### src/hw/rtl/c39_pkg.sv
// shared types, constants and the character table of the code 39 bar pattern generator
package c39_pkg;

  localparam int MW_W     = 6;
  localparam int QZ_W     = 5;
  localparam int PIX_W    = 8;
  localparam int POS_W    = 16;
  localparam int PAT_W    = 9;
  localparam int ELEM_W   = 4;
  localparam int CFG_IDX_W = 1;
  localparam int CFG_DAT_W = 6;
  localparam int IN_DATA_W  = 8;
  localparam int OUT_DATA_W = 32;

  localparam logic [CFG_IDX_W-1:0] CFG_MODULE_WIDTH = 1'b0;
  localparam logic [CFG_IDX_W-1:0] CFG_QUIET_ZONE   = 1'b1;

  localparam logic [MW_W-1:0] MW_RESET = 6'd1;
  localparam logic [QZ_W-1:0] QZ_RESET = 5'd10;

  localparam logic [PAT_W-1:0]  GUARD_CODE = 9'h094;
  localparam logic [ELEM_W-1:0] ELEM_LAST  = 4'd9;
  localparam logic [ELEM_W-1:0] ELEM_TOP   = 4'd8;

  // pending patterns of one item, served lowest bit first
  typedef struct packed {
    logic stop;
    logic chr;
    logic start;
  } pend_t;

  typedef struct packed {
    logic restart;
    logic step;
    logic wide;
  } pos_ctl_t;

  // nine wide/narrow flags, most significant first; zero for no table entry
  function automatic logic [PAT_W-1:0] c39_lookup(input logic [7:0] code);
    logic [7:0] c;
    logic [PAT_W-1:0] p;
    c = (code >= 8'h61 && code <= 8'h7A) ? code - 8'd32 : code;
    unique case (c)
      8'h30: p = 9'h034;  8'h31: p = 9'h121;  8'h32: p = 9'h061;  8'h33: p = 9'h160;
      8'h34: p = 9'h031;  8'h35: p = 9'h130;  8'h36: p = 9'h070;  8'h37: p = 9'h025;
      8'h38: p = 9'h124;  8'h39: p = 9'h064;
      8'h41: p = 9'h109;  8'h42: p = 9'h049;  8'h43: p = 9'h148;  8'h44: p = 9'h019;
      8'h45: p = 9'h118;  8'h46: p = 9'h058;  8'h47: p = 9'h00D;  8'h48: p = 9'h10C;
      8'h49: p = 9'h04C;  8'h4A: p = 9'h01C;  8'h4B: p = 9'h103;  8'h4C: p = 9'h043;
      8'h4D: p = 9'h142;  8'h4E: p = 9'h013;  8'h4F: p = 9'h112;  8'h50: p = 9'h052;
      8'h51: p = 9'h007;  8'h52: p = 9'h106;  8'h53: p = 9'h046;  8'h54: p = 9'h016;
      8'h55: p = 9'h181;  8'h56: p = 9'h0C1;  8'h57: p = 9'h1C0;  8'h58: p = 9'h091;
      8'h59: p = 9'h190;  8'h5A: p = 9'h0D0;
      8'h2D: p = 9'h085;  8'h2E: p = 9'h184;  8'h20: p = 9'h0C4;  8'h24: p = 9'h0A8;
      8'h2F: p = 9'h0A2;  8'h2B: p = 9'h08A;  8'h25: p = 9'h02A;  8'h2A: p = GUARD_CODE;
      default: p = '0;
    endcase
    return p;
  endfunction

endpackage

### src/hw/rtl/c39_pos_unit.sv
// element width and saturating running start position
module c39_pos_unit
  import c39_pkg::*;
(
  input  logic             clk,
  input  logic             rst_n,
  input  pos_ctl_t         ctl,
  input  logic [MW_W-1:0]  module_width,
  input  logic [QZ_W-1:0]  quiet_zone_modules,
  output logic [PIX_W-1:0] width_pixels,
  output logic [POS_W-1:0] position
);

  logic [MW_W-1:0]      mw_eff;
  logic [MW_W+QZ_W-1:0] quiet_px;
  logic [POS_W:0]       sum;
  logic [POS_W-1:0]     pos_r;
  logic [POS_W-1:0]     pos_nxt;

  // a module width of zero counts as one
  assign mw_eff   = (module_width == '0) ? MW_W'(1) : module_width;
  assign quiet_px = (MW_W+QZ_W)'(quiet_zone_modules) * (MW_W+QZ_W)'(mw_eff);

  always_comb begin
    width_pixels = ctl.wide ? PIX_W'(mw_eff) * PIX_W'(3) : PIX_W'(mw_eff);
    sum          = {1'b0, pos_r} + (POS_W+1)'(width_pixels);
    priority if (ctl.restart) begin
      pos_nxt = POS_W'(quiet_px);
    end else if (ctl.step) begin
      pos_nxt = sum[POS_W] ? '1 : sum[POS_W-1:0];
    end else begin
      pos_nxt = pos_r;
    end
  end

  always_ff @(posedge clk) begin
    if (!rst_n) begin
      pos_r <= '0;
    end else begin
      pos_r <= pos_nxt;
    end
  end

  assign position = pos_r;

endmodule

### src/hw/rtl/code39_bar_pattern_generator_core.sv
// Code 39 bar pattern generator: one message character in, one beat per bar or space out.
// Each accepted character beat expands into ten elements per pattern (start guard when
// in_tuser is set, the character when it is in the table, stop guard when in_tlast is
// set), so an item yields one, two or three patterns, or is dropped when it yields
// nothing. The element sequencer emits one element per cycle into the output register
// while the output is not stalled; the next character is taken in the cycle its
// predecessor's last element is issued, so characters stream back to back.
// Lower case is folded to upper case, a module width of zero counts as one and the
// start position saturates at 65535.
module code39_bar_pattern_generator_core
  import c39_pkg::*;
(
  input  logic                  clk,
  input  logic                  rst_n,
  input  logic                  in_tvalid,
  output logic                  in_tready,
  input  logic [IN_DATA_W-1:0]  in_tdata,   // [7:0] char_code
  input  logic                  in_tuser,   // [0] first_of_message
  input  logic                  in_tlast,   // last_of_message
  output logic                  out_tvalid,
  input  logic                  out_tready,
  output logic [OUT_DATA_W-1:0] out_tdata,  // [0] is_bar, [1] is_wide, [9:2] width_pixels,
                                            // [25:10] start_position, [31:26] zero
  output logic                  out_tlast,  // last_of_run
  input  logic                  cfg_we,
  input  logic [CFG_IDX_W-1:0]  cfg_index,
  input  logic [CFG_DAT_W-1:0]  cfg_wdata
);

  logic [MW_W-1:0]   mw_r;
  logic [QZ_W-1:0]   qz_r;
  logic              act_r;
  logic              act_nxt;
  pend_t             pend_r;
  pend_t             pend_nxt;
  pend_t             pend_load;
  pend_t             pend_left;
  logic [PAT_W-1:0]  pat_r;
  logic [PAT_W-1:0]  pat_nxt;
  logic [PAT_W-1:0]  pat_load;
  logic [PAT_W-1:0]  cur_pat;
  logic [ELEM_W-1:0] elem_r;
  logic [ELEM_W-1:0] elem_nxt;
  logic [ELEM_W-1:0] bit_idx;
  logic              advance;
  logic              pat_done;
  logic              run_done;
  logic              load;
  logic              wide;
  pos_ctl_t          pos_ctl;
  logic [PIX_W-1:0]  width_px;
  logic [POS_W-1:0]  position;

  logic              out_valid_r;
  logic              out_valid_nxt;
  logic              ob_bar_r;
  logic              ob_wide_r;
  logic [PIX_W-1:0]  ob_width_r;
  logic [POS_W-1:0]  ob_pos_r;
  logic              ob_last_r;

  always_ff @(posedge clk) begin
    if (!rst_n) begin
      mw_r <= MW_RESET;
      qz_r <= QZ_RESET;
    end else if (cfg_we) begin
      unique case (cfg_index)
        CFG_MODULE_WIDTH: mw_r <= cfg_wdata[MW_W-1:0];
        CFG_QUIET_ZONE:   qz_r <= cfg_wdata[QZ_W-1:0];
        default:          ;
      endcase
    end
  end

  // element sequencer
  always_comb begin
    cur_pat  = (!pend_r.start && pend_r.chr) ? pat_r : GUARD_CODE;
    bit_idx  = ELEM_TOP - elem_r;
    pat_done = (elem_r == ELEM_LAST);
    wide     = !pat_done && cur_pat[bit_idx];
    // drop the pattern being served
    pend_left = pend_t'(pend_r & (pend_r - 3'd1));
    run_done  = pat_done && (pend_left == '0);
    advance   = act_r && (!out_valid_r || out_tready);
    in_tready = !act_r || (advance && run_done);
    load      = in_tvalid && in_tready;

    pat_load  = c39_lookup(in_tdata[7:0]);
    pend_load = '{stop: in_tlast, chr: (pat_load != '0), start: in_tuser};

    act_nxt  = act_r;
    pend_nxt = pend_r;
    pat_nxt  = pat_r;
    elem_nxt = elem_r;
    if (advance) begin
      if (pat_done) begin
        elem_nxt = '0;
        pend_nxt = pend_left;
        act_nxt  = !run_done;
      end else begin
        elem_nxt = elem_r + ELEM_W'(1);
      end
    end
    if (load) begin
      act_nxt  = (pend_load != '0);
      pend_nxt = pend_load;
      pat_nxt  = pat_load;
      elem_nxt = '0;
    end

    pos_ctl = '{restart: load && in_tuser, step: advance, wide: wide};
  end

  always_ff @(posedge clk) begin
    if (!rst_n) begin
      act_r  <= 1'b0;
      pend_r <= '0;
      elem_r <= '0;
    end else begin
      act_r  <= act_nxt;
      pend_r <= pend_nxt;
      elem_r <= elem_nxt;
    end
  end

  always_ff @(posedge clk) begin
    pat_r <= pat_nxt;
  end

  c39_pos_unit u_pos (
    .clk                (clk),
    .rst_n              (rst_n),
    .ctl                (pos_ctl),
    .module_width       (mw_r),
    .quiet_zone_modules (qz_r),
    .width_pixels       (width_px),
    .position           (position)
  );

  // output register
  assign out_valid_nxt = advance || (out_valid_r && !out_tready);

  always_ff @(posedge clk) begin
    if (!rst_n) begin
      out_valid_r <= 1'b0;
    end else begin
      out_valid_r <= out_valid_nxt;
    end
  end

  always_ff @(posedge clk) begin
    if (advance) begin
      ob_bar_r   <= !elem_r[0];
      ob_wide_r  <= wide;
      ob_width_r <= width_px;
      ob_pos_r   <= position;
      ob_last_r  <= run_done;
    end
  end

  assign out_tvalid = out_valid_r;
  assign out_tdata  = {6'd0, ob_pos_r, ob_width_r, ob_wide_r, ob_bar_r};
  assign out_tlast  = ob_last_r;

endmodule

### config.mk
export PLATFORM = sky130hd
export DESIGN_NAME = code39_bar_pattern_generator_core
export DESIGN_NICKNAME = d
export VERILOG_FILES = /design/src/hw/rtl/c39_pkg.sv /design/src/hw/rtl/c39_pos_unit.sv /design/src/hw/rtl/code39_bar_pattern_generator_core.sv
export SDC_FILE = /design/constraint.sdc
export NUM_CORES = 1
export LEC_CHECK = 0
export BUFFER_PORTS_ARGS = -buffer_cell sky130_fd_sc_hd__buf_2
export CORE_AREA = 3 3 106 108
export CTS_CLUSTER_DIAMETER = 200
export DETAILED_ROUTE_END_ITERATION = 10
export DIE_AREA = 0 0 109 111
export PLACE_DENSITY_LB_ADDON = 0.12
export SYNTH_ARGS = -nofsm -noshare
export SYNTH_HDL_FRONTEND = slang
export SYNTH_SLANG_ARGS = --single-unit
### constraint.sdc
create_clock -name clk -period 7 [get_ports clk]
set_clock_uncertainty 0.2 [all_clocks]
set_input_delay 0.7 -clock clk [delete_from_list [all_inputs] [get_ports clk]]
set_output_delay 0.7 -clock clk [all_outputs]
set_load 0.005 [all_outputs]
== Word level (Yosys, flattened, before mapping) ==
Memory sizes are Yosys's and may differ from the RTL's.
Cells that the tools add are included.
Storage, ports and cells
  memories: 1
  ROM bits: 1152
  input bits: 22
  output and inout port bits: 35
  word-level logic and storage cells: 79
  register bits: 72
Cells by class
  add/sub/neg operators: 5
  reduce and logical (&&, ||, !) cells: 31
  mux-type cells: 17
  equal/unequal tests: 1
  $mul: 2
  bitwise logic cells: 3
  $lt $le $gt $ge: 3
Memory list
  (no name shown): words 128, bits a word 9, rd ports 1, clocked after memory_dff 0, write ports 0, line c39_pkg.sv:43  | unique case (c)
Operator list (count)
  $mux 11: 2
  $mux 9: 2
  $add 16x8->17: 1
  $mux 16: 1
  $mux 8: 2
  $mul 5x6->11: 1
  $logic_and 1x1->1: 9
  $mux 3: 3
  $reduce_bool 9->1: 1
  $ge 8x7->1 const B: 1
  $le 8x7->1 const B: 1
  $mul 6x2->8 const B: 1
  $sub 8x6->8 const B: 1
  $logic_not 1->1: 7
  $logic_not 6->1: 1
  $mux 6: 1
  $reduce_and 2->1: 3
  $reduce_bool 2->1: 3
  $lt 4x5->1 const B: 1
  $add 4x1->4 const B: 1
  $bmux 1 s4: 1
  $eq 4x4->1 const B: 1
  $mux 1: 4
  $mux 4: 1
  other kinds (8): 12

== Depth between registers and ports, before layout ==
  depth in word-level cells: 11
  gate-level depth with buffers: 20
  depth with buffers taken out: 19

== Cells and area by module ==
From an unflattened synthesis, not the netlist that was laid out.
Unflattened totals
  cell total of the unflattened synthesis: 606
  area total of the unflattened synthesis: 5562.8 um2
Modules (own cells, without submodules)
  code39_bar_pattern_generator_core: times used 1, cells each 324, area each 3215.6 um2, seq. area each 1481.4 um2
  c39_pos_unit: times used 1, cells each 282, area each 2347.3 um2, seq. area each 320.3 um2

== Least setup slack after synthesis ==
No wires, ideal clock.
  path kind: register to register
  from: reg mw_r[4]
  to: reg u_pos.pos_r[9], in the netlist u_pos.position[9]
  data required time: 6670 ps
  clock period less this slack: 4606 ps
  stages on the path, launching flop included: 19
  path slack: 2394 ps
  data arrival time: 4276 ps
  buffers on the path: 1
  setup time: 130 ps
  path through: dfxtp_1 inv_1 ha_1 nand2_1 nor3_1 or2_2 clkbuf_1 nand2_1 fa_1 fa_1 fa_1 inv_1 ha_1 o21ai_0 o21ai_0 a21o_1 a2111o_1 o21ai_0 a211oi_1
Between the ends
  cells in the longest elaborated chain, start to end: 8
  elaborated cells on any way between the ends: 9
  classes of those cells: 1 x add/sub; 2 x mul; 5 x mux; 1 x reduce/logical
RTL lines
  start: declaration: line code39_bar_pattern_generator_core.sv:30  | logic [MW_W-1:0] mw_r;
  start signal: assignment: line code39_bar_pattern_generator_core.sv:68  | CFG_MODULE_WIDTH: mw_r <= cfg_wdata[MW_W-1:0];
  $logic_not 6->1 *: line c39_pos_unit.sv:21  | assign mw_eff = (module_width == '0) ? MW_W'(1) : module_width;
  $mux 6 *: line c39_pos_unit.sv:21
  named net u_pos.mw_eff[0]: line c39_pos_unit.sv:14  | logic [MW_W-1:0] mw_eff;
  $mul 6x2->8: line c39_pos_unit.sv:25  | width_pixels = ctl.wide ? PIX_W'(mw_eff) * PIX_W'(3) : PIX_W'(mw_eff);
  $mux 8: line c39_pos_unit.sv:25
  $add 16x8->17: line c39_pos_unit.sv:26  | sum = {1'b0, pos_r} + (POS_W+1)'(width_pixels);
  $mux 16: line c39_pos_unit.sv:30  | pos_nxt = sum[POS_W] ? '1 : sum[POS_W-1:0];
  $mux 11: line c39_pos_unit.sv:29  | end else if (ctl.step) begin
  $mux 11 *: line c39_pos_unit.sv:27  | priority if (ctl.restart) begin
  end signal: assignment: line c39_pos_unit.sv:40  | pos_r <= pos_nxt;
  end: declaration: line c39_pos_unit.sv:17  | logic [POS_W-1:0] pos_r;
The timed path passes the listed nets; every way through them passes the cells marked *. The select of a mux whose other input is x is not followed.
A chain may end at the register's enable or synchronous reset.

== Worst setup path in the final report ==
  from: reg mw_r[4]
  to: reg u_pos.pos_r[10], in the netlist u_pos.position[10]
Between the ends
  cells in the longest elaborated chain, start to end: 8
  elaborated cells on any way between the ends: 9
  classes of those cells: 1 x add/sub; 2 x mul; 5 x mux; 1 x reduce/logical
RTL lines (line)
  $logic_not 6->1: c39_pos_unit.sv:21
  $mux 6 *: c39_pos_unit.sv:21
  $mul 6x2->8: c39_pos_unit.sv:25
  $mux 8: c39_pos_unit.sv:25
  $add 16x8->17: c39_pos_unit.sv:26
  $mux 16: c39_pos_unit.sv:30
  $mux 11: c39_pos_unit.sv:29
  $mux 11 *: c39_pos_unit.sv:27
Every way passes the cells marked *; elsewhere a longest branch is shown, timed or not. The select of a mux whose other input is x is not followed.

==> metrics <==
DRC violation total after the first TritonRoute iteration 303; Static Leakage between 2 and 3 nW; Clk pwr share between 30% and 40%; DP Worst Slack 2.061 ns; proportion of layout cells with a drive suffix above 1 around an eighth; CTS tree yes; gp weighted congestion ~0.9; Port Buffer Count 50; post-synthesis area per instance a little under 9 µm²; relative max-transition margin 47.02%; NetSw 0.0003241 W; number of nets in the layout between 700 and 800; largest net degree at the start of global routing 38; highest-delay cell along the critical path fa_1; maximum resistive drop on vdd 0.0001068 V; startpoint type of the worst setup path register; CP Capture Type register; highest cell delay on the worst timing path roughly 0.54 ns; growth of design area from synthesis to finish 8.106%; result of the run complete, no violations; YS warnings 0; post-cts resize count 0; data required time of the worst path 7.06 ns; worst min-delay path category reg -> reg; post-CTS clock slew at the launch and capture registers of the worst setup and hold paths roughly 0.080 ns; CP Cell Sequence inv_1 -> ha_1 -> nand2_1 -> nor3_1 -> or2_2 -> nand2_1 -> fa_1 -> fa_1 -> fa_1 -> inv_1 -> ha_1 -> a21o_1 -> nand2_1 -> a21boi_0 -> o41ai_1 -> xnor2_1 -> a211oi_1; Async SR Flop Fraction 0%; area taken by multi-input logic gates around 3400 µm²; Arr. time, crit path just over 5 ns; wire length of the first global-routing pass about 21 mm; number of max-slew violations in the final report 0; Internal Pwr Total 0.0007623 W; library cell with the highest instance count after synthesis nand2_1; top post-synthesis cells by area edfxtp_1 (19%), dfxtp_1 (13%), ha_1 (9.7%), fa_1 (5.0%), nand2_1 (3.4%); CTS sink count 72; Finish-stage setup viols 0; post-synthesis instance area approximately 5600 µm²; sequential cell area in the final layout between 1500 and 2000 µm²; die height between 100 and 150 µm; vias in the first global route between 4k and 5k; Top Family by Delay on Critical Path adder cells; fraction of power spent switching nets 29.83%; total congestion overflow after global routing 0; worst skew pair latency between 0.3 and 0.4 ns; diode count 0; number of synthesized flops with an enable pin 36; Netlist cell types 70; largest fanout on the critical path 8; Total Die Area 12100 µm²; Worst Setup Path Type reg -> reg; total of fill cells in the finished design around 900; drt total wl 12.60 mm; part of the total power dissipated in sequential elements between 40% and 50%; timing-limited maximum frequency ~200 MHz; Longest Clk Path Bufs 2; GR Util All Layers between 20% and 30%; master cell of the clock root buffer clkbuf_8; count of mapped cells out of synthesis 622; routed vias between 4k and 5k; number of buffers added for setup after CTS 0; worst setup slack after layout 2.002 ns; summed negative setup slack over all endpoints 0 ns; TritonCTS Buffers 9; max-cap viol count 0; fraction of the yosys area taken by sequential cells between 30 and 40%; total core area 10320 µm²; number of DRC violations after detailed routing 0; most used flip-flop cell after synthesis edfxtp_1; # hold bufs at CTS 0; total iterations of the first detailed-routing run 5; Comb power frac 21.3%; most common library cells after synthesis nand2_1 (51), nor2_1 (44), ha_1 (43); count of pins on the block boundary 57; Initial Utilization 53.82%; actual slew at the worst max-slew pin between 0.7 and 0.8 ns; clock period minus final worst setup slack between 4 and 5 ns; number of buffer and inverter instances along the worst setup path 2; post-synthesis sequential element count 72; post-route antenna net violation count 0; # H-tree levels 3; Wirelength per Cell approximately 16 µm; # rows 37; Pwr Density between 150 and 200 nW/µm²; number of failing hold endpoints at the final stage 0; post-detailed-placement half-perimeter wirelength ~9.4 mm; Die W ~110 µm; initial antenna violation count 0; dominant cell type by area after synthesis edfxtp_1; portion of synthesized cell area occupied by the leading cell type 19.46%; via/cell ratio a little under 6; final worst-path cycle share between 70% and 80%; unrepaired setup endpoints after global routing false
[sequential cells by signal (all words and copies together), names as in the netlist]
name            flops
elem_r              4
ob_bar_r            1
out_tlast           1
u_pos.position     16
out_tvalid          1
ob_wide_r           1
act_r               1
mw_r                6
ob_width_r          8
pat_r               9
qz_r                5
pend_r              3
ob_pos_r           16
[cell families (layout without fill, tap and decap cells)]
| family | count (synthesis) | in the layout | synth area share, % |
|---|---|---|---|
| buf+inv | 81 | 107 | 6.552 |
| simple gates | 212 | 212 | 19.41 |
| fa+ha+maj | 58 | 58 | 14.93 |
| flops | 72 | 72 | 32.43 |
| xor+xnor | 20 | 20 | 3.152 |
| mux | 18 | 18 | 3.310 |
| compound gates | 160 | 160 | 20.15 |
| other cells | 1 | 6 | 0.06749 |
[per-stage QoR]
stage	utilization, %	power, W	hold slack (ns)	instances	cell area [µm²]
floorplan	-	0.0006733	0.2301	627	5575
global placement	56.08	0.0007292	0.2527	773	5789
detailed placement	56.08	0.0007351	0.2793	773	5789
CTS	58.19	0.001089	0.2978	789	6007
global route	58.19	0.001141	0.3048	789	6007
finish	58.19	0.001086	0.2841	789	6007
[placed cells by master (no fill, tap or decap), types with 13 or more instances in the layout]
cell type and n:
nor3_1 16, mux2i_1 15, fa_1 14, inv_1 40, o21ai_0 25, nor2b_1 13
ha_1 43, nand2b_1 13, nor2_1 44, nand2_1 51, a21oi_1 35, edfxtp_1 36
dfxtp_1 36, buf_2 50, and2_1 20, nand3_1 19
[layout make-up]
class / count / area share (%)
sequential: 72 / 29.99
tap: 136 / 2.833
multi-input combinational: 474 / 56.76
clock buffer: 12 / 2.770
clock inverter: 4 / 0.8540
timing repair buffer: 51 / 4.291
inverter: 40 / 2.499
[power by group through the flow]
stage	clock network [W]	logic [W]	registers, W
final	0.000359	0.000231	0.000496
after global placement	0	0.000225	0.000505
after floorplan	0	0.000176	0.000498
after detailed placement	0	0.000230	0.000505
after global routing	0.000380	0.000261	0.000500
after CTS	0.000363	0.000231	0.000496
[routing by layer]
layer	wire length, µm	track usage, %	vias up	share of wire (%)
met5	0	0	-	0
met4	231	7.239	0	1.8
met3	726	3.203	16	5.8
met2	5770	33.37	147	46
met1	5875	30.95	2147	47
li1	-	-	2286	-
[worst paths after layout]
kind                           from                 end  slack (ns)  cells past startpoint
setup / recovery            mw_r[4]  u_pos.position[10]        2.00                     17
hold / removal    u_pos.position[6]         ob_pos_r[6]        0.28                      0
setup reg to reg            mw_r[4]  u_pos.position[10]        2.00                     17
hold reg to reg   u_pos.position[6]         ob_pos_r[6]        0.28                      0
[worst reg2reg max path, stage by stage, from the launching register on]
cell      delay (ns)
dfxtp_1         0.38
inv_1           0.13
ha_1            0.15
nand2_1         0.05
nor3_1          0.37
or2_2           0.31
nand2_1         0.11
fa_1            0.53
fa_1            0.52
fa_1            0.54
inv_1           0.04
ha_1            0.33
a21o_1          0.21
nand2_1         0.06
a21boi_0        0.15
o41ai_1         0.35
xnor2_1         0.20
a211oi_1        0.27
Note: power is estimated with default switching activity, not from simulation.
